<file path="config.mk">
export PLATFORM = sky130hd
export DESIGN_NAME = overwrite_fifo_with_average_top
export DESIGN_NICKNAME = d
export VERILOG_FILES = /design/src/ofa_pkg.sv /design/src/overwrite_fifo_with_average_top.sv /design/src/ofa_ram.sv /design/src/ofa_div.sv
export VERILOG_INCLUDE_DIRS = /design/src /design/src/src
export SDC_FILE = /design/constraint.sdc
export NUM_CORES = 1
export LEC_CHECK = 0
export BUFFER_PORTS_ARGS = -buffer_cell sky130_fd_sc_hd__buf_4
export CAP_MARGIN = 25
export CORE_ASPECT_RATIO = 1.25
export CORE_UTILIZATION = 35
export CTS_BUF_LIST = sky130_fd_sc_hd__clkbuf_8 sky130_fd_sc_hd__clkbuf_16
export DETAILED_ROUTE_END_ITERATION = 8
export HOLD_SLACK_MARGIN = 0.05
export PLACE_DENSITY = 0.5
export SLEW_MARGIN = 25
export SYNTH_ARGS = -nofsm -noshare
export SYNTH_HDL_FRONTEND = slang
export SYNTH_SLANG_ARGS = --single-unit
</file>
<file path="constraint.sdc">
create_clock -name aclk -period 6.25 [get_ports aclk]
set_input_delay 1.875 -clock aclk [delete_from_list [all_inputs] [get_ports aclk]]
set_output_delay 1.875 -clock aclk [all_outputs]
set_load 0.02 [all_outputs]
</file>
<file path="src/overwrite_fifo_with_average_top_macros.svh">
// Assertion macros shared by the overwrite FIFO RTL.
// Define NO_ASSERTIONS to compile every assertion away.
`ifndef OVERWRITE_FIFO_WITH_AVERAGE_TOP_MACROS_SVH
`define OVERWRITE_FIFO_WITH_AVERAGE_TOP_MACROS_SVH

`ifndef NO_ASSERTIONS

`define OFA_ASSERT_IMPLY(label, clk, rst_n, cond, prop, msg) \
    label: assert property (@(posedge clk) disable iff (!rst_n) (cond) |-> (prop)) \
        else $error(msg);

`define OFA_ASSERT_NEXT(label, clk, rst_n, cond, prop, msg) \
    label: assert property (@(posedge clk) disable iff (!rst_n) (cond) |=> (prop)) \
        else $error(msg);

`else

`define OFA_ASSERT_IMPLY(label, clk, rst_n, cond, prop, msg)

`define OFA_ASSERT_NEXT(label, clk, rst_n, cond, prop, msg)

`endif

`endif

</file>
<file path="src/ofa_pkg.sv">
// Package for the overwrite FIFO with running mean: sizes, codes, types.
// No dependencies; used by the top module and the divider.
package ofa_pkg;

    localparam int SLOTS    = 8;
    localparam int KEY_W    = 32;
    localparam int YEAR_W   = 16;
    localparam int IDX_W    = (SLOTS > 1) ? $clog2(SLOTS) : 1;
    localparam int CNT_W    = IDX_W;
    localparam int SUM_W    = YEAR_W + CNT_W;
    localparam int STEP_W   = $clog2(SUM_W + 1);
    localparam int ENTRY_W  = KEY_W + YEAR_W;

    localparam logic OP_INSERT = 1'b0;
    localparam logic OP_REMOVE = 1'b1;

    localparam logic [1:0] STATUS_INSERTED = 2'd0;
    localparam logic [1:0] STATUS_REMOVED  = 2'd1;
    localparam logic [1:0] STATUS_EMPTY    = 2'd2;

    typedef enum logic [2:0] {
        S_IDLE,
        S_READ,
        S_START,
        S_DIV,
        S_OUT
    } state_t;

    typedef struct packed {
        logic busy;
        logic done;
    } div_stat_t;

endpackage

</file>
<file path="src/overwrite_fifo_with_average_top.sv">
// Circular FIFO of SLOTS-1 entries (key, signed year) that drops its oldest entry when an
// insert arrives full, and reports the mean held year after every insert, truncated toward
// zero. A remove returns the oldest key, or status 2 with no state change when empty.
// One transaction is worked on at a time. An insert keeps the block busy through the
// bit-serial divider, which produces one quotient bit of the running sum divided by the
// held count per cycle; a remove reads the oldest entry before it returns, and a remove on
// empty skips the read. The result waits in an output register, so the next
// transaction is accepted while it is still pending. Depends on ofa_pkg, ofa_ram, ofa_div.
`include "overwrite_fifo_with_average_top_macros.svh"

module overwrite_fifo_with_average_top (
    input  logic                              aclk,
    input  logic                              aresetn,
    input  logic                              s_valid,
    output logic                              s_ready,
    input  logic                              s_op,
    input  logic [ofa_pkg::KEY_W-1:0]         s_item_key,
    input  logic signed [ofa_pkg::YEAR_W-1:0] s_birth_year,
    output logic                              m_valid,
    input  logic                              m_ready,
    output logic [1:0]                        m_status,
    output logic signed [ofa_pkg::YEAR_W-1:0] m_mean_year,
    output logic [ofa_pkg::KEY_W-1:0]         m_removed_key
);

    ofa_pkg::state_t state_reg, state_next;

    logic                              op_reg,         op_next;
    logic signed [ofa_pkg::YEAR_W-1:0] year_reg,       year_next;
    logic [ofa_pkg::IDX_W-1:0]         head_reg,       head_next;
    logic [ofa_pkg::IDX_W-1:0]         tail_reg,       tail_next;
    logic [ofa_pkg::CNT_W-1:0]         count_reg,      count_next;
    logic signed [ofa_pkg::SUM_W-1:0]  sum_reg,        sum_next;
    logic                              neg_reg,        neg_next;
    logic [1:0]                        res_status_reg, res_status_next;
    logic [ofa_pkg::KEY_W-1:0]         res_key_reg,    res_key_next;
    logic                              m_valid_reg,    m_valid_next;
    logic [1:0]                        m_status_reg,   m_status_next;
    logic signed [ofa_pkg::YEAR_W-1:0] m_mean_reg,     m_mean_next;
    logic [ofa_pkg::KEY_W-1:0]         m_key_reg,      m_key_next;

    logic                              accept;
    logic                              full;
    logic                              ram_wr_en;
    logic [ofa_pkg::ENTRY_W-1:0]       ram_rd_data;
    logic signed [ofa_pkg::YEAR_W-1:0] old_year;
    logic                              div_start;
    logic [ofa_pkg::SUM_W-1:0]         div_dividend;
    ofa_pkg::div_stat_t                div_stat;
    logic [ofa_pkg::SUM_W-1:0]         div_quotient;
    logic [ofa_pkg::SUM_W-1:0]         mean_full;
    logic [ofa_pkg::IDX_W:0]           ptr_sum;

    assign s_ready   = (state_reg == ofa_pkg::S_IDLE);
    assign accept    = s_valid && s_ready;
    assign full      = (count_reg == ofa_pkg::CNT_W'(ofa_pkg::SLOTS - 1));
    assign ram_wr_en = accept && (s_op == ofa_pkg::OP_INSERT);
    assign old_year  = ram_rd_data[ofa_pkg::YEAR_W-1:0];
    assign mean_full = neg_reg ? (~div_quotient + 1'b1) : div_quotient;

    ofa_ram #(
        .WIDTH (ofa_pkg::ENTRY_W),
        .DEPTH (ofa_pkg::SLOTS)
    ) u_store (
        .aclk    (aclk),
        .wr_en   (ram_wr_en),
        .wr_addr (tail_reg),
        .wr_data ({s_item_key, s_birth_year}),
        .rd_en   (accept),
        .rd_addr (head_reg),
        .rd_data (ram_rd_data)
    );

    ofa_div u_div (
        .aclk     (aclk),
        .aresetn  (aresetn),
        .start    (div_start),
        .dividend (div_dividend),
        .divisor  (count_reg),
        .stat     (div_stat),
        .quotient (div_quotient)
    );

    always_comb begin
        state_next      = state_reg;
        op_next         = op_reg;
        year_next       = year_reg;
        head_next       = head_reg;
        tail_next       = tail_reg;
        count_next      = count_reg;
        sum_next        = sum_reg;
        neg_next        = neg_reg;
        res_status_next = res_status_reg;
        res_key_next    = res_key_reg;
        m_valid_next    = m_valid_reg && !m_ready;
        m_status_next   = m_status_reg;
        m_mean_next     = m_mean_reg;
        m_key_next      = m_key_reg;
        div_start       = 1'b0;
        div_dividend    = sum_reg[ofa_pkg::SUM_W-1] ? ofa_pkg::SUM_W'(-sum_reg)
                                                   : ofa_pkg::SUM_W'(sum_reg);
        case (state_reg)
            ofa_pkg::S_IDLE: begin
                if (accept) begin
                    op_next   = s_op;
                    year_next = s_birth_year;
                    if (s_op == ofa_pkg::OP_REMOVE && count_reg == '0) begin
                        res_status_next = ofa_pkg::STATUS_EMPTY;
                        res_key_next    = '0;
                        state_next      = ofa_pkg::S_OUT;
                    end else begin
                        state_next = ofa_pkg::S_READ;
                    end
                end
            end
            ofa_pkg::S_READ: begin
                if (op_reg == ofa_pkg::OP_INSERT) begin
                    tail_next = (tail_reg == ofa_pkg::IDX_W'(ofa_pkg::SLOTS - 1))
                                ? '0 : tail_reg + 1'b1;
                    if (full) begin
                        head_next = (head_reg == ofa_pkg::IDX_W'(ofa_pkg::SLOTS - 1))
                                    ? '0 : head_reg + 1'b1;
                        sum_next  = sum_reg + ofa_pkg::SUM_W'(year_reg)
                                    - ofa_pkg::SUM_W'(old_year);
                    end else begin
                        count_next = count_reg + 1'b1;
                        sum_next   = sum_reg + ofa_pkg::SUM_W'(year_reg);
                    end
                    res_status_next = ofa_pkg::STATUS_INSERTED;
                    res_key_next    = '0;
                    state_next      = ofa_pkg::S_START;
                end else begin
                    head_next = (head_reg == ofa_pkg::IDX_W'(ofa_pkg::SLOTS - 1))
                                ? '0 : head_reg + 1'b1;
                    count_next      = count_reg - 1'b1;
                    sum_next        = sum_reg - ofa_pkg::SUM_W'(old_year);
                    res_status_next = ofa_pkg::STATUS_REMOVED;
                    res_key_next    = ram_rd_data[ofa_pkg::ENTRY_W-1:ofa_pkg::YEAR_W];
                    state_next      = ofa_pkg::S_OUT;
                end
            end
            ofa_pkg::S_START: begin
                div_start  = 1'b1;
                neg_next   = sum_reg[ofa_pkg::SUM_W-1];
                state_next = ofa_pkg::S_DIV;
            end
            ofa_pkg::S_DIV: begin
                if (div_stat.done) begin
                    state_next = ofa_pkg::S_OUT;
                end
            end
            ofa_pkg::S_OUT: begin
                if (!m_valid_reg || m_ready) begin
                    m_valid_next  = 1'b1;
                    m_status_next = res_status_reg;
                    m_key_next    = res_key_reg;
                    m_mean_next   = (res_status_reg == ofa_pkg::STATUS_INSERTED)
                                    ? mean_full[ofa_pkg::YEAR_W-1:0] : '0;
                    state_next    = ofa_pkg::S_IDLE;
                end
            end
            default: begin
                state_next = ofa_pkg::S_IDLE;
            end
        endcase
    end

    always_ff @(posedge aclk) begin
        if (!aresetn) begin
            state_reg   <= ofa_pkg::S_IDLE;
            head_reg    <= '0;
            tail_reg    <= '0;
            count_reg   <= '0;
            sum_reg     <= '0;
            m_valid_reg <= 1'b0;
        end else begin
            state_reg   <= state_next;
            head_reg    <= head_next;
            tail_reg    <= tail_next;
            count_reg   <= count_next;
            sum_reg     <= sum_next;
            m_valid_reg <= m_valid_next;
        end
        op_reg         <= op_next;
        year_reg       <= year_next;
        neg_reg        <= neg_next;
        res_status_reg <= res_status_next;
        res_key_reg    <= res_key_next;
        m_status_reg   <= m_status_next;
        m_mean_reg     <= m_mean_next;
        m_key_reg      <= m_key_next;
    end

    assign m_valid       = m_valid_reg;
    assign m_status      = m_status_reg;
    assign m_mean_year   = m_mean_reg;
    assign m_removed_key = m_key_reg;

    assign ptr_sum = (ofa_pkg::IDX_W + 1)'(head_reg) + (ofa_pkg::IDX_W + 1)'(count_reg);

    `OFA_ASSERT_IMPLY(a_ptr_track, aclk, aresetn, state_reg == ofa_pkg::S_IDLE, (ptr_sum == (ofa_pkg::IDX_W + 1)'(tail_reg)) || (ptr_sum == (ofa_pkg::IDX_W + 1)'(tail_reg) + (ofa_pkg::IDX_W + 1)'(ofa_pkg::SLOTS)), "head, count and tail disagree")
    `OFA_ASSERT_IMPLY(a_empty_sum, aclk, aresetn, count_reg == '0, sum_reg == '0, "empty FIFO with non-zero sum")
    `OFA_ASSERT_IMPLY(a_div_state, aclk, aresetn, div_stat.done, state_reg == ofa_pkg::S_DIV, "divider finished outside divide state")

endmodule

</file>
<file path="src/ofa_ram.sv">
// Generic single-write, single-read RAM with registered read data.
// No dependencies; contents are undefined until written.
module ofa_ram #(
    parameter int WIDTH = 8,
    parameter int DEPTH = 8
) (
    input  logic                                        aclk,
    input  logic                                        wr_en,
    input  logic [((DEPTH > 1) ? $clog2(DEPTH) : 1)-1:0] wr_addr,
    input  logic [WIDTH-1:0]                            wr_data,
    input  logic                                        rd_en,
    input  logic [((DEPTH > 1) ? $clog2(DEPTH) : 1)-1:0] rd_addr,
    output logic [WIDTH-1:0]                            rd_data
);

    logic [WIDTH-1:0] mem_reg [DEPTH];
    logic [WIDTH-1:0] rd_data_reg;

    always_ff @(posedge aclk) begin
        if (wr_en) begin
            mem_reg[wr_addr] <= wr_data;
        end
        if (rd_en) begin
            rd_data_reg <= mem_reg[rd_addr];
        end
    end

    assign rd_data = rd_data_reg;

endmodule

</file>
<file path="src/ofa_div.sv">
// Bit-serial restoring divider: one quotient bit per cycle, unsigned operands.
// Depends on ofa_pkg and the assertion macro header.
`include "overwrite_fifo_with_average_top_macros.svh"

module ofa_div (
    input  logic                      aclk,
    input  logic                      aresetn,
    input  logic                      start,
    input  logic [ofa_pkg::SUM_W-1:0] dividend,
    input  logic [ofa_pkg::CNT_W-1:0] divisor,
    output ofa_pkg::div_stat_t        stat,
    output logic [ofa_pkg::SUM_W-1:0] quotient
);

    logic                       busy_reg,  busy_next;
    logic                       done_reg,  done_next;
    logic [ofa_pkg::STEP_W-1:0] step_reg,  step_next;
    logic [ofa_pkg::CNT_W-1:0]  rem_reg,   rem_next;
    logic [ofa_pkg::SUM_W-1:0]  quo_reg,   quo_next;
    logic [ofa_pkg::CNT_W-1:0]  dsr_reg,   dsr_next;
    logic [ofa_pkg::CNT_W:0]    trial;
    logic [ofa_pkg::CNT_W:0]    diff;
    logic                       ge;

    always_comb begin
        trial     = {rem_reg, quo_reg[ofa_pkg::SUM_W-1]};
        diff      = trial - {1'b0, dsr_reg};
        ge        = (trial >= {1'b0, dsr_reg});
        busy_next = busy_reg;
        done_next = 1'b0;
        step_next = step_reg;
        rem_next  = rem_reg;
        quo_next  = quo_reg;
        dsr_next  = dsr_reg;
        if (start) begin
            busy_next = 1'b1;
            step_next = ofa_pkg::STEP_W'(ofa_pkg::SUM_W);
            rem_next  = '0;
            quo_next  = dividend;
            dsr_next  = divisor;
        end else if (busy_reg) begin
            rem_next  = ge ? diff[ofa_pkg::CNT_W-1:0] : trial[ofa_pkg::CNT_W-1:0];
            quo_next  = {quo_reg[ofa_pkg::SUM_W-2:0], ge};
            step_next = step_reg - 1'b1;
            if (step_reg == ofa_pkg::STEP_W'(1)) begin
                busy_next = 1'b0;
                done_next = 1'b1;
            end
        end
    end

    always_ff @(posedge aclk) begin
        if (!aresetn) begin
            busy_reg <= 1'b0;
            done_reg <= 1'b0;
            step_reg <= '0;
        end else begin
            busy_reg <= busy_next;
            done_reg <= done_next;
            step_reg <= step_next;
        end
        rem_reg <= rem_next;
        quo_reg <= quo_next;
        dsr_reg <= dsr_next;
    end

    assign stat.busy = busy_reg;
    assign stat.done = done_reg;
    assign quotient  = quo_reg;

    `OFA_ASSERT_IMPLY(a_start_idle, aclk, aresetn, start, !busy_reg, "divider started while busy")
    `OFA_ASSERT_NEXT(a_start_busy, aclk, aresetn, start, busy_reg, "divider failed to start")
    `OFA_ASSERT_IMPLY(a_rem_bound, aclk, aresetn, done_reg, rem_reg < dsr_reg, "remainder too large")

endmodule
</file>
Word-level counts from Yosys, hierarchy flattened
Memory sizes are Yosys's and may differ from the RTL's. A register that Yosys moved wholly into a read port is not among the register bits.
Cells that the tools add are included.
W data, S select, Z words.
{"block": "op_classes", "eq_ne": 13, "reduce_logical": 22, "n_mux": 38, "multipliers": 0, "n_bitwise": 5, "n_lt_le_gt_ge": 1, "n_addsub": 11, "n_shift": 0, "div": 0}
{"op": "$mux W32", "count": 3}
{"op": "$mux W19", "count": 5}
{"op": "$pmux W32 S2", "count": 1}
{"op": "$sub A19 B16 Y19", "count": 2}
{"op": "$mux W3", "count": 12}
{"op": "$add A19 B16 Y19", "count": 1}
{"op": "$neg A19 Y19", "count": 1}
{"op": "$add A16 B1 Y16 const B", "count": 1}
{"op": "$mux W16", "count": 1}
{"op": "$not A16 Y16", "count": 1}
{"op": "$pmux W3 S5", "count": 1}
{"op": "$eq A3 B3 Y1 const B", "count": 4}
{"op": "$mux W1", "count": 10}
{"op": "$mux W5", "count": 2}
{"op": "$reduce_and A2 Y1", "count": 5}
{"op": "$add A3 B1 Y3 const B", "count": 3}
{"op": "$eq A3 B2 Y1 const B", "count": 2}
{"op": "$logic_not A3 Y1", "count": 2}
{"op": "$ne A2 B1 Y1 const B", "count": 3}
{"op": "$reduce_and A3 Y1", "count": 2}
{"op": "$reduce_bool A2 Y1", "count": 3}
{"op": "$eq A5 B1 Y1 const B", "count": 1}
{"op": "$sub A5 B1 Y5 const B", "count": 1}
{"op": "$ge A4 B3 Y1", "count": 1}
{"op": "13 further kinds", "count": 22}
{"block": "totals", "latch_bits": 0, "memories": 1, "out_inout_bits": 52, "inputBits": 53, "register_bits": 166, "mem_bits_ro": 0, "wordCells": 112, "mem_bits_rw": 384}
{"name": "u_store.mem_reg", "words": 8, "width": 48, "rd": 1, "rd_clocked_by_memory_dff": 1, "write_ports": 1, "line_no": "ofa_ram.sv:16", "text": "logic [WIDTH-1:0] mem_reg [DEPTH];"}

Logic depth before layout (Yosys ltp)
Gate-level depths: netlist of run 1.
{"block": "depth", "ltp_word": 5, "depth_mapped": 17, "mapped_depth_nobuf": 17}

Hierarchy
Synthesis of run 1 repeated with hierarchy kept, for this count alone.
{"block": "unflattened", "hier_cells": 1537, "area_unflattened_um2": 25673.4}
{"module": "ofa_ram", "seq_area_each_um2": 12972.4, "cells_per_inst": 616, "area_per_inst_um2": 16100.4, "n_inst": 1}
{"module": "overwrite_fifo_with_average_top", "seq_area_each_um2": 3703.6, "cells_per_inst": 812, "area_per_inst_um2": 8105.3, "n_inst": 1}
{"module": "ofa_div", "seq_area_each_um2": 860.8, "cells_per_inst": 109, "area_per_inst_um2": 1467.7, "n_inst": 1}

Least setup slack after synthesis of run 1
OpenSTA, ideal clock, no wires.
{"block": "synth_timing", "kind": "in2reg", "startpoint": "in s_valid", "endpoint": "mem u_store.mem_reg[0][0] (netlist name) (enable)", "t_arrival_ps": 5620, "stages": 3, "setup_ps": 513, "slack_ps": 117, "t_required_ps": 5737, "path_buffers": 0, "path_cell_list": "nand2_1 > or3_1 > nor3_1"}
{"block": "synth_via", "elab_chain_len": 4}
{"item": "start: declaration", "line_no": "overwrite_fifo_with_average_top.sv:14", "text": "input logic s_valid,"}
{"item": "$logic_and A1 B1 Y1", "line_no": "overwrite_fifo_with_average_top.sv:55", "text": "assign accept = s_valid && s_ready;"}
{"item": "$logic_and A1 B1 Y1", "line_no": "overwrite_fifo_with_average_top.sv:57", "text": "assign ram_wr_en = accept && (s_op == ofa_pkg::OP_INSERT);"}
{"item": "$mux W1", "line_no": "ofa_ram.sv:20", "text": "if (wr_en) begin"}
{"item": "$mux W1 (not written as such)", "line_no": "ofa_ram.sv:21", "text": "mem_reg[wr_addr] <= wr_data;"}
{"item": "end: declaration", "line_no": "ofa_ram.sv:16"}
Every way passes these cells.

Worst setup path after layout of run 1
{"block": "layout_timing", "startpoint": "reg year_reg[0] (netlist name)", "endpoint": "reg sum_reg[18] (netlist name)"}
{"block": "layout_via", "elab_chain_len": 4}
{"item": "start: declaration", "line_no": "overwrite_fifo_with_average_top.sv:29", "text": "logic signed [ofa_pkg::YEAR_W-1:0] year_reg, year_next;"}
{"item": "start signal: assignment", "line_no": "overwrite_fifo_with_average_top.sv:185", "text": "year_reg <= year_next;"}
{"item": "$add A19 B16 Y19 *", "line_no": "overwrite_fifo_with_average_top.sv:123, overwrite_fifo_with_average_top.sv:127"}
{"item": "$sub A19 B16 Y19", "line_no": "overwrite_fifo_with_average_top.sv:124", "text": "- ofa_pkg::SUM_W'(old_year);"}
{"item": "$mux W19 *", "line_no": "overwrite_fifo_with_average_top.sv:120", "text": "if (full) begin"}
{"item": "$mux W19 *", "line_no": "overwrite_fifo_with_average_top.sv:117", "text": "if (op_reg == ofa_pkg::OP_INSERT) begin"}
{"item": "end signal: assignment", "line_no": "overwrite_fifo_with_average_top.sv:181", "text": "sum_reg <= sum_next;"}
{"item": "end: declaration", "line_no": "overwrite_fifo_with_average_top.sv:33", "text": "logic signed [ofa_pkg::SUM_W-1:0] sum_reg, sum_next;"}
Mark *: on every way between the ends. The rest lies on a longest branch, timed or not.
A chain may end at the register's enable or synchronous reset.

==> results by group, run 1 <==
Worst setup path
  • Worst setup path start: year_reg[0]
  • Crit-path cells: ha_1 -> fa_1 -> a211oi_1 -> o21ai_0 -> a21oi_1 -> nor2b_1 -> o21ai_0 -> a211oi_1 -> ha_1 -> a21oi_1 -> nand2_1 -> a211o_1 -> a31o_1 -> o211a_1 -> a211oi_2 -> xnor2_1 -> a221oi_2
  • Slowest-stage cell, CP: a211oi_1
  • Critical path startpoint category: flop
  • CP Data Arrival Time: 4930 ps
  • Crit path kind: reg -> reg
  • Setup crit end kind: flop
  • Crit path max fanout: 5
  • Reg2reg start: year_reg[0]
  • Max incr delay on CP: 480 ps
  • CP required: 6760 ps
  • Worst path bufs/invs: 0
  • CP top delay family: compound AO/OA/AOI/OAI gates

Clocking
  • TritonCTS Buffers: 66
  • CTS tree: done
  • Root Driver: clkbuf_16
  • Clk slew on worst S/H paths: 60 ps
  • Clock Latency Late Sink: ~600 ps
  • Hold-fix buffers, CTS: 0
  • CTS H-tree depth: 3
  • Gates resized, CTS repair: 0
  • Longest Clk Path Bufs: 3
  • Clk sinks: approximately 600
  • Post-CTS Setup Inserts: 0

Layout
  • Largest register FFs: roughly 380
  • Share of post-route cells with drive strength above 1: 22.9%
  • Final design utilization: 41.2%
  • Layout Nets: around 1800
  • Synth-to-layout area growth: 16.6%
  • Most frequent cells in the layout: 556 x edfxtp_1, 129 x buf_4, 96 x mux4_2
  • Final Non-Filler Cells: between 2000 and 3000
  • Commonest non-fill, non-tap cell in the layout: edfxtp_1

Global route
  • Initial antenna violation count: 3
  • Tot GR Track Use: between 10% and 20%
  • Largest net degree at the start of global routing: 64
  • Vias in the first global route: approximately 14000
  • Overflow after GRT: 0
  • First-pass GRT wire length: approximately 86000 um

Synth
  • Cell area after synthesis: 25500 um^2
  • Register bit count reported by yosys: 598
  • Largest cells by area after synthesis: edfxtp_1 66%, mux4_2 8.5%, dfxtp_1 3.3%
  • Yosys cell types: 70
  • Synth Net Count: ~1700
  • Ys async rst share: 0%
  • Post-Syn Instances: 1571
  • YS warnings: 0
  • Ys flop type: edfxtp_1
  • Cell taking the most area after synthesis: edfxtp_1
  • Post-synthesis sequential area ratio: between 60 and 70%
  • Post-synth top area share: about two thirds
  • Post-synth EDFFs: roughly 560
  • Synth Area per Inst: ~16 um^2

Die
  • Die width: approximately 240 um
  • Row count: 110
  • Ports: about 110
  • Die Area: approximately 74000 um^2
  • Height of the chip: roughly 300 um
  • Core Area: 72000 um^2
  • Starting Density: 35.4%

Timing
  • Unrepaired setup endpoints after global routing: no
  • Clock Skew: 17.4 ps
  • Slew @ Worst Pin: approximately 910 ps
  • Hold_ws: between 400 and 500 ps
  • Min Tclk post-route: approximately 4400 ps
  • Setup tns final: 0 ps
  • Setup violators final: 0
  • Slew margin rel.: between 30 and 40%
  • Max Slew Vio Count: 0
  • Period utilization: approximately 71%
  • Fmax: 226 MHz
  • Final hold violation count: 0

Drt
  • Pre-antenna DRT Iters: 5
  • Via/cell ratio: around 5.0
  • Antenna Nets Post-Route: 0
  • Starting DRT DRC Count: 766
  • Remaining routing DRC violations: 0
  • Avg WL per Cell: slightly above 20 um
  • Via count: roughly 14000
  • Total Wirelength: approximately 55000 um

Power
  • PwrDens: 345 nW/um^2
  • Static leakage: around 10 nW
  • Post-route total power: 10.2 mW
  • Worst VDD drop: 0.210 mV

Place
  • Cell total after placement: around 2600
  • PortBufs: roughly 100
  • HPWL Detailed: between 30000 and 40000 um
  • Final GP Congestion: about 0.84

Min path
  • Hold_sp: res_key_reg[2]
  • Hold crit path type: reg -> reg

Status
  • Outcome: completed

Flow run
  • Max Cap Viol: 0
-- synthesized netlist by cell type (5+ instances only) --
cell type,instances
mux2_2,52
o31ai_1,8
nor2b_1,14
nand2_1,90
a211oi_1,16
dfxtp_1,42
nand2b_1,18
or3_1,11
edfxtp_1,556
nor3_1,22
clkbuf_1,50
fa_1,5
nor2_1,81
mux4_2,96
xor2_1,36
o21a_1,15
mux2i_1,5
ha_1,65
o21ai_0,77
and3_1,43
a31oi_1,12
buf_1,10
inv_1,40
a21oi_1,62
a21o_1,9
o211ai_1,5
nand3_1,18
xnor2_1,36
-- per-stage QoR --
step                      setup WS (ps)  cell area (um^2)
after floorplan                     117             25500
final                              1830             29700
after detailed placement           1840             27500
after global routing               1610             29700
after global placement             1910             27500
after CTS                          1780             29600
-- kinds of logic (layout without fill, tap and decap cells) --
family	after synthesis	in the layout	share of synthesized area [%]
flops	598	598	68.9
simple gates	322	322	6.17
compound gates	253	253	6.33
mux	153	153	11.0
buf+inv	103	294	1.53
xor+xnor	72	72	2.48
fa+ha+maj	70	70	3.59
other cells	0	1	0
-- metal layers --
layer  GRT usage [%]  vias up  wire length [um]
met4            5.24        4              1180
li1                -     6455                 -
met5               0        -                27
met3            2.62       83              2190
met2            26.7      233             27900
met1            19.1     6867             24000
-- worst paths after layout --
kind	cells after the start	slack, ps	endpoint
max	17	1830	sum_reg[18]
min	0	420	m_removed_key[2]
max reg2reg	17	1830	sum_reg[18]
min reg2reg	0	420	m_removed_key[2]
-- worst register-to-register path, stage by stage (launching register included) --
cell and delay (ps):
edfxtp_1 360, ha_1 240, fa_1 430, a211oi_1 480, o21ai_0 190, a21oi_1 260, nor2b_1 70, o21ai_0 200
a211oi_1 110, ha_1 250, a21oi_1 240, nand2_1 80, a211o_1 310, a31o_1 280, o211a_1 230, a211oi_2 210
xnor2_1 130, a221oi_2 270
-- where the power goes --
part | total, mW | internal (mW) | leakage [nW] | switching [mW]
combinational | 1.67 | 0.693 | 3.64 | 0.977
clock | 3.76 | 2.20 | 1.08 | 1.57
sequential | 4.81 | 4.67 | 5.43 | 0.141
-- final cells by class --
| cell class | instances | area [um^2] |
|---|---|---|
| flip-flops and latches | 598 | 17500 |
| well taps | 952 | 1190 |
| diodes | 1 | 2.50 |
| clock inverters | 49 | 365 |
| clock buffers | 70 | 1750 |
| inverters | 41 | 154 |
| fillers | 6533 | 42300 |
| multi-input cells | 870 | 7600 |
| repair buffers | 134 | 1070 |
Note: power is estimated with default switching activity, not from simulation.
==> run 2: changes to the inputs <==
==> constraint.sdc (replaced) <==
create_clock -name aclk -period 4 [get_ports aclk]
set_input_delay 1.2 -clock aclk [delete_from_list [all_inputs] [get_ports aclk]]
set_output_delay 1.2 -clock aclk [all_outputs]
set_load 0.02 [all_outputs]
==> results by group, run 2 (synthesis gave the netlist of run 1 again) <==
Timing
  • Clock Skew: 69.1 ps (+51.7 ps)
  • Final WS setup: 137 ps (-1690 ps)
  • Period utilization: 96.6% (+26 points)
  • Max Slew Vio Count: 0 (unchanged)
  • Unrepaired setup endpoints after global routing: yes
  • Fmax: 259 MHz (+15%)
  • Final hold violation count: 0 (unchanged)
  • Slew margin rel.: 35.5% (-4.1 points)
  • Setup tns final: 0 ps (unchanged)
  • Min Tclk post-route: 3860 ps (-560 ps)
  • Setup violators final: 0 (unchanged)
  • Slew @ Worst Pin: 965 ps (+59.7 ps)
  • Hold_ws: 418 ps (-0.640 ps)

Drt
  • Remaining routing DRC violations: 0 (unchanged)
  • Starting DRT DRC Count: 768 (+0.26%)
  • Total Wirelength: 58200 um (+5.4%)
  • Via count: 13966 (+2.4%)
  • Via/cell ratio: 5.08 (+1.1%)
  • Pre-antenna DRT Iters: 5 (unchanged)
  • Avg WL per Cell: 21.2 um (+4.1%)
  • Antenna Nets Post-Route: 0 (unchanged)

Worst setup path
  • Critical path startpoint category: flop
  • Max incr delay on CP: 370 ps (-110 ps)
  • Slowest-stage cell, CP: edfxtp_1
  • R2R Setup Slk: 140 ps (-1690 ps)
  • Crit-path cells: ha_2 -> fa_2 -> a211oi_2 -> buf_4 -> buf_6 -> o21bai_1 -> a21oi_1 -> xnor2_1 -> ha_1 -> o21a_1 -> o21a_1 -> a211o_1 -> a31o_1 -> o211a_1 -> a211oi_2 -> xnor2_1 -> a221oi_2
  • CP Data Arrival Time: 4370 ps (-560 ps)
  • Reg2reg start: year_reg[0]
  • Crit path kind: reg -> reg
  • Crit path max fanout: 3 (-2)
  • Worst path bufs/invs: 2 (+2)
  • CP required: 4510 ps (-2250 ps)
  • R2r endpoint: sum_reg[18]
  • Setup crit end kind: flop
  • CP top delay family: compound AO/OA/AOI/OAI gates
  • Reg2reg path depth: 17 (unchanged)

Layout
  • Most frequent cells in the layout: 556 x edfxtp_1, 162 x buf_4, 96 x mux4_2
  • Layout Nets: 1872 (+2.1%)
  • Synth-to-layout area growth: 17.9%
  • Final Non-Filler Cells: 2748 (+1.2%)
  • Largest register FFs: 384 (unchanged)
  • Antenna cells: 0 (-1)
  • Final design utilization: 41.7% (+0.46 points)
  • Commonest non-fill, non-tap cell in the layout: edfxtp_1
  • Finished layout cell area: 30000 um^2 (+1.1%)
  • Share of post-route cells with drive strength above 1: 25.3% (+2.4 points)

Clocking
  • Clk sinks: 598 (unchanged)
  • Longest Clk Path Bufs: 3 (unchanged)
  • CTS tree: done
  • Clock Latency Late Sink: 660 ps (+60 ps)
  • CTS H-tree depth: 2 (-1)
  • Root Driver: clkbuf_16
  • Clk slew on worst S/H paths: 60 ps (about the same)
  • TritonCTS Buffers: 60 (-9.1%)

Min path
  • Worst Hold End: m_removed_key[28]
  • Hold_sp: res_key_reg[28]
  • Hold Path Depth: 0 (unchanged)
  • Hold crit path type: reg -> reg

Power
  • Clock share of power: 34.4% (-2.3 points)
  • Switching Fraction: 26.8% (+0.61 points)
  • Post-route total power: 15.9 mW (+55%)
  • Internal power: 11.6 mW (+54%)
  • Static leakage: 10.3 nW (+1.5%)
  • Reg power frac: 47.2% (+0.3 points)
  • Worst VDD drop: 0.405 mV (+93%)
  • Comb power frac: 18.4% (+2.1 points)
  • Psw: 4.25 mW (+58%)
  • PwrDens: 528 nW/um^2 (+53%)

Global route
  • Initial antenna violation count: 2 (-1)
  • Vias in the first global route: 14585 (+1.0%)
  • GR Util met2: 28.0% (+1.4 points)
  • Largest net degree at the start of global routing: 64 (unchanged)
  • Busiest metal layer after global routing: met2
  • Overflow after GRT: 0 (unchanged)
  • Tot GR Track Use: 15.8% (+0.54 points)
  • Met1 Usage GRT: 19.8% (+0.67 points)
  • First-pass GRT wire length: 88300 um (+2.9%)
  • M3 GR Usage: 2.80% (+0.18 points)

Die
  • Core Area: 72000 um^2 (unchanged)
  • Row count: 110 (unchanged)
  • Height of the chip: 303 um (unchanged)
  • Die width: 243 um (unchanged)
  • Ports: 105 (unchanged)
  • Die Area: 73800 um^2 (unchanged)
  • Starting Density: 35.4% (unchanged)

Place
  • Post-DP Area: 27900 um^2 (+1.5%)
  • HPWL Detailed: 35100 um (-0.56%)
  • PortBufs: 104 (unchanged)
  • Cell total after placement: 2628 (+1.3%)
  • Final GP Congestion: 0.865 (+2.7%)
  • Pre-CTS setup slack: -268 ps (-2110 ps)

Flow run
  • Max Cap Viol: 0 (unchanged)

Status
  • Outcome: completed
-- run 2: worst max-delay path by stage --
| stage | startpoint | endpoint | slack [ps] | cells past startpoint |
|---|---|---|---|---|
| floorplan | s_valid | u_store.mem_reg[2][0] | -160 | 3 |
| global placement | year_reg[0] | sum_reg[18] | -270 | 18 |
| detailed placement | year_reg[0] | sum_reg[18] | -270 | 18 |
| CTS | year_reg[0] | sum_reg[18] | 20 | 17 |
| global route | year_reg[0] | sum_reg[16] | -120 | 18 |
| finish | year_reg[0] | sum_reg[18] | 140 | 17 |
-- run 2: layer usage --
| metal | routed length (um) | part of all wire (%) |
|---|---|---|
| met2 | 29600 | 51 |
| met4 | 1190 | 2.1 |
| met1 | 25000 | 43 |
| met3 | 2430 | 4.2 |
| met5 | 23 | 0.039 |
-- run 2: timing repair --
item                                    CTS  global route
endpoints found under the setup margin    4             6
pin swaps                                 7            25
resized for setup                         6            21
hold buffers                              0             0
buffers inserted                          1            10
-- run 2: power groups by stage --
stage / Sequential [mW] / Combinational [mW] / Clock [mW]
floorplan: 7.62 / 1.85 / 0
global placement: 7.62 / 2.77 / 0
detailed placement: 7.62 / 2.79 / 0
CTS: 7.49 / 2.82 / 5.63
global route: 7.53 / 3.22 / 5.82
finish: 7.49 / 2.92 / 5.45
-- run 2: final cells by class --
class,count,area [um^2]
fill,6487,42000
sequential,598,17500
multi-input combinational,870,7690
timing repair buffer,178,1520
clock buffer,60,1500
tap,952,1190
clock inverter,49,419
inverter,41,154
==> run 3: changes to the inputs <==
--- a/config.mk
+++ b/config.mk
@@ -8,7 +8,7 @@
 export LEC_CHECK = 0
 export BUFFER_PORTS_ARGS = -buffer_cell sky130_fd_sc_hd__buf_4
 export CAP_MARGIN = 25
-export CORE_ASPECT_RATIO = 1.25
+export CORE_MARGIN = 5
 export CORE_UTILIZATION = 35
 export CTS_BUF_LIST = sky130_fd_sc_hd__clkbuf_8 sky130_fd_sc_hd__clkbuf_16
 export DETAILED_ROUTE_END_ITERATION = 8
==> results by group, run 3 (synthesis gave the netlist of run 1 again) <==
Global route
  • Tot GR Track Use: 15.3% (-0.47 points)
  • Vias in the first global route: 14679 (+0.64%)
  • First-pass GRT wire length: 91900 um (+4.1%)
  • Initial antenna violation count: 5 (+3)
  • Overflow after GRT: 0 (unchanged)
  • Largest net degree at the start of global routing: 66 (+3.1%)

Drt
  • Pre-antenna DRT Iters: 5 (unchanged)
  • Via/cell ratio: 5.15 (+1.4%)
  • Antenna Nets Post-Route: 0 (unchanged)
  • Total Wirelength: 60000 um (+3.0%)
  • Starting DRT DRC Count: 1005 (+31%)
  • Avg WL per Cell: 21.8 um (+2.7%)
  • Remaining routing DRC violations: 0 (unchanged)
  • Via count: 14202 (+1.7%)

Timing
  • Min Tclk post-route: 3830 ps (-35.1 ps)
  • Slew @ Worst Pin: 1010 ps (+49.3 ps)
  • Fmax: 261 MHz (+0.92%)
  • Final hold violation count: 0 (unchanged)
  • Period utilization: 95.7% (-0.88 points)
  • Clock Skew: 28.6 ps (-40.5 ps)
  • Setup violators final: 0 (unchanged)
  • Final WS setup: 172 ps (+35.1 ps)
  • Setup tns final: 0 ps (unchanged)
  • Slew margin rel.: 32.2% (-3.3 points)
  • Hold_ws: 417 ps (-1.42 ps)
  • Max Slew Vio Count: 0 (unchanged)

Worst setup path
  • CP top delay family: compound AO/OA/AOI/OAI gates
  • Cell mode on critical path: a211oi_2
  • CP required: 4520 ps (about the same)
  • CP Data Arrival Time: 4350 ps (-20 ps)
  • Crit-path cells: ha_1 -> fa_2 -> a211oi_2 -> buf_4 -> o21ai_0 -> a21oi_1 -> nor2b_1 -> o21ai_1 -> a211oi_1 -> ha_2 -> a21oi_4 -> nand2_1 -> a211o_1 -> a31o_4 -> o211a_1 -> a211oi_2 -> xnor2_1 -> a221oi_2
  • Setup crit end kind: flop
  • Worst path bufs/invs: 1 (-1)
  • Critical path startpoint category: flop
  • Crit path kind: reg -> reg
  • Crit path max fanout: 5 (+2)
  • Max incr delay on CP: 370 ps (about the same)
  • R2R Setup Slk: 170 ps (+40 ps)
  • R2r endpoint: sum_reg[18]
  • Reg2reg start: year_reg[0]
  • Reg2reg path depth: 18 (+1)
  • Slowest-stage cell, CP: edfxtp_1

Layout
  • Most frequent cells in the layout: 556 x edfxtp_1, 150 x buf_4, 96 x mux4_2
  • Final Non-Filler Cells: 2756 (+0.29%)
  • Commonest non-fill, non-tap cell in the layout: edfxtp_1
  • Largest register FFs: 384 (unchanged)
  • Synth-to-layout area growth: 19.1%
  • Share of post-route cells with drive strength above 1: 25.5% (+0.19 points)
  • Final design utilization: 42.2% (+0.47 points)
  • Layout Nets: 1871 (-0.053%)
  • Finished layout cell area: 30300 um^2 (+0.95%)
  • Number of fill cells: 6475 (-0.18%)

Status
  • Outcome: completed

Clocking
  • Longest Clk Path Bufs: 3 (unchanged)
  • CTS H-tree depth: 3 (+1)
  • Clock Latency Late Sink: 610 ps (-50 ps)
  • Clk sinks: 598 (unchanged)
  • TritonCTS Buffers: 67 (+12%)
  • CTS tree: done
  • Clk slew on worst S/H paths: 60 ps (about the same)
  • Hold-fix buffers, CTS: 0 (unchanged)
  • Root Driver: clkbuf_16

Min path
  • Hold_sp: res_key_reg[16]
  • Worst Hold End: m_removed_key[16]
  • Hold crit path type: reg -> reg
  • Hold Path Depth: 0 (unchanged)

Die
  • Height of the chip: 280 um (-7.9%)
  • Starting Density: 35.4% (+0.063 points)
  • Ports: 105 (unchanged)
  • Row count: 98 (-11%)
  • Die Area: 78200 um^2 (+6.0%)
  • Die width: 280 um (+15%)
  • Core Area: 71900 um^2 (-0.18%)

Power
  • Worst VDD drop: 0.279 mV (-31%)
  • Post-route total power: 16.4 mW (+3.6%)
  • Static leakage: 10.4 nW (+1.1%)
  • PwrDens: 542 nW/um^2 (+2.6%)

Place
  • Pre-CTS setup slack: -185 ps (+82.8 ps)
  • HPWL Detailed: 36600 um (+4.3%)
  • PortBufs: 104 (unchanged)
  • Final GP Congestion: 0.838 (-3.1%)
  • Post-DP Area: 28000 um^2 (+0.29%)
  • Cell total after placement: 2626 (-0.076%)

Flow run
  • Max Cap Viol: 0 (unchanged)
-- run 3: changes by cell type in the layout (fill, tap and decap cells not counted), sizes merged --
cell / change
clkinv: +1
clkinvlp: +3
clkbuf: +9
inv: +1
diode: +4
buf: -8
-- run 3: worst max-delay path by stage --
stage	start	depth (start not counted)	end
after floorplan	s_valid	3	u_store.mem_reg[2][0]
after global placement	year_reg[0]	18	sum_reg[18]
after detailed placement	year_reg[0]	18	sum_reg[18]
after CTS	year_reg[0]	18	sum_reg[18]
after global routing	year_reg[0]	18	sum_reg[18]
final	year_reg[0]	18	sum_reg[18]
-- run 3: power by group --
part	internal (mW)	total (mW)	leakage (nW)	switching, mW
combinational	1.22	2.89	3.87	1.67
clock	3.49	6.05	1.10	2.57
sequential	7.29	7.48	5.43	0.192
total	12.0	16.4	10.4	4.43
-- run 3: layout make-up --
class	instances	area, um^2	share of cell area, %
Clock inverter	54	469	1.55
Clock buffer	69	1720	5.66
Timing Repair Buffer	170	1530	5.06
Inverter	41	154	0.508
Multi-Input combinational cell	870	7690	25.4
Tap cell	950	1190	3.92
Antenna cell	4	10.0	0.0330
Sequential cell	598	17500	57.9
-- run 3: what timing repair did --
item / CTS / global route
gates resized for setup: 4 / 13
pin swaps: 2 / 13
setup buffers: 1 / 2
endpoints found under the setup margin: 3 / 6
endpoints found under the hold margin: 0 / 0
-- run 3: worst register-to-register path, cell delays in order (launching register included) --
cell      delay [ps]
edfxtp_1         370
ha_1             240
fa_2             360
a211oi_2         200
buf_4            140
o21ai_0           90
a21oi_1          220
nor2b_1           70
o21ai_1          190
a211oi_1         130
ha_2             220
a21oi_4          170
nand2_1           80
a211o_1          270
a31o_4           250
o211a_1          210
a211oi_2         160
xnor2_1          110
a221oi_2         260
-- run 3: layer usage --
layer	routed length [um]	global-route usage, %	part of all wire (%)
met2	28800	25.1	48
met5	13	0	0.022
met4	1240	4.23	2.1
met1	26700	20.8	45
met3	3200	3.51	5.3
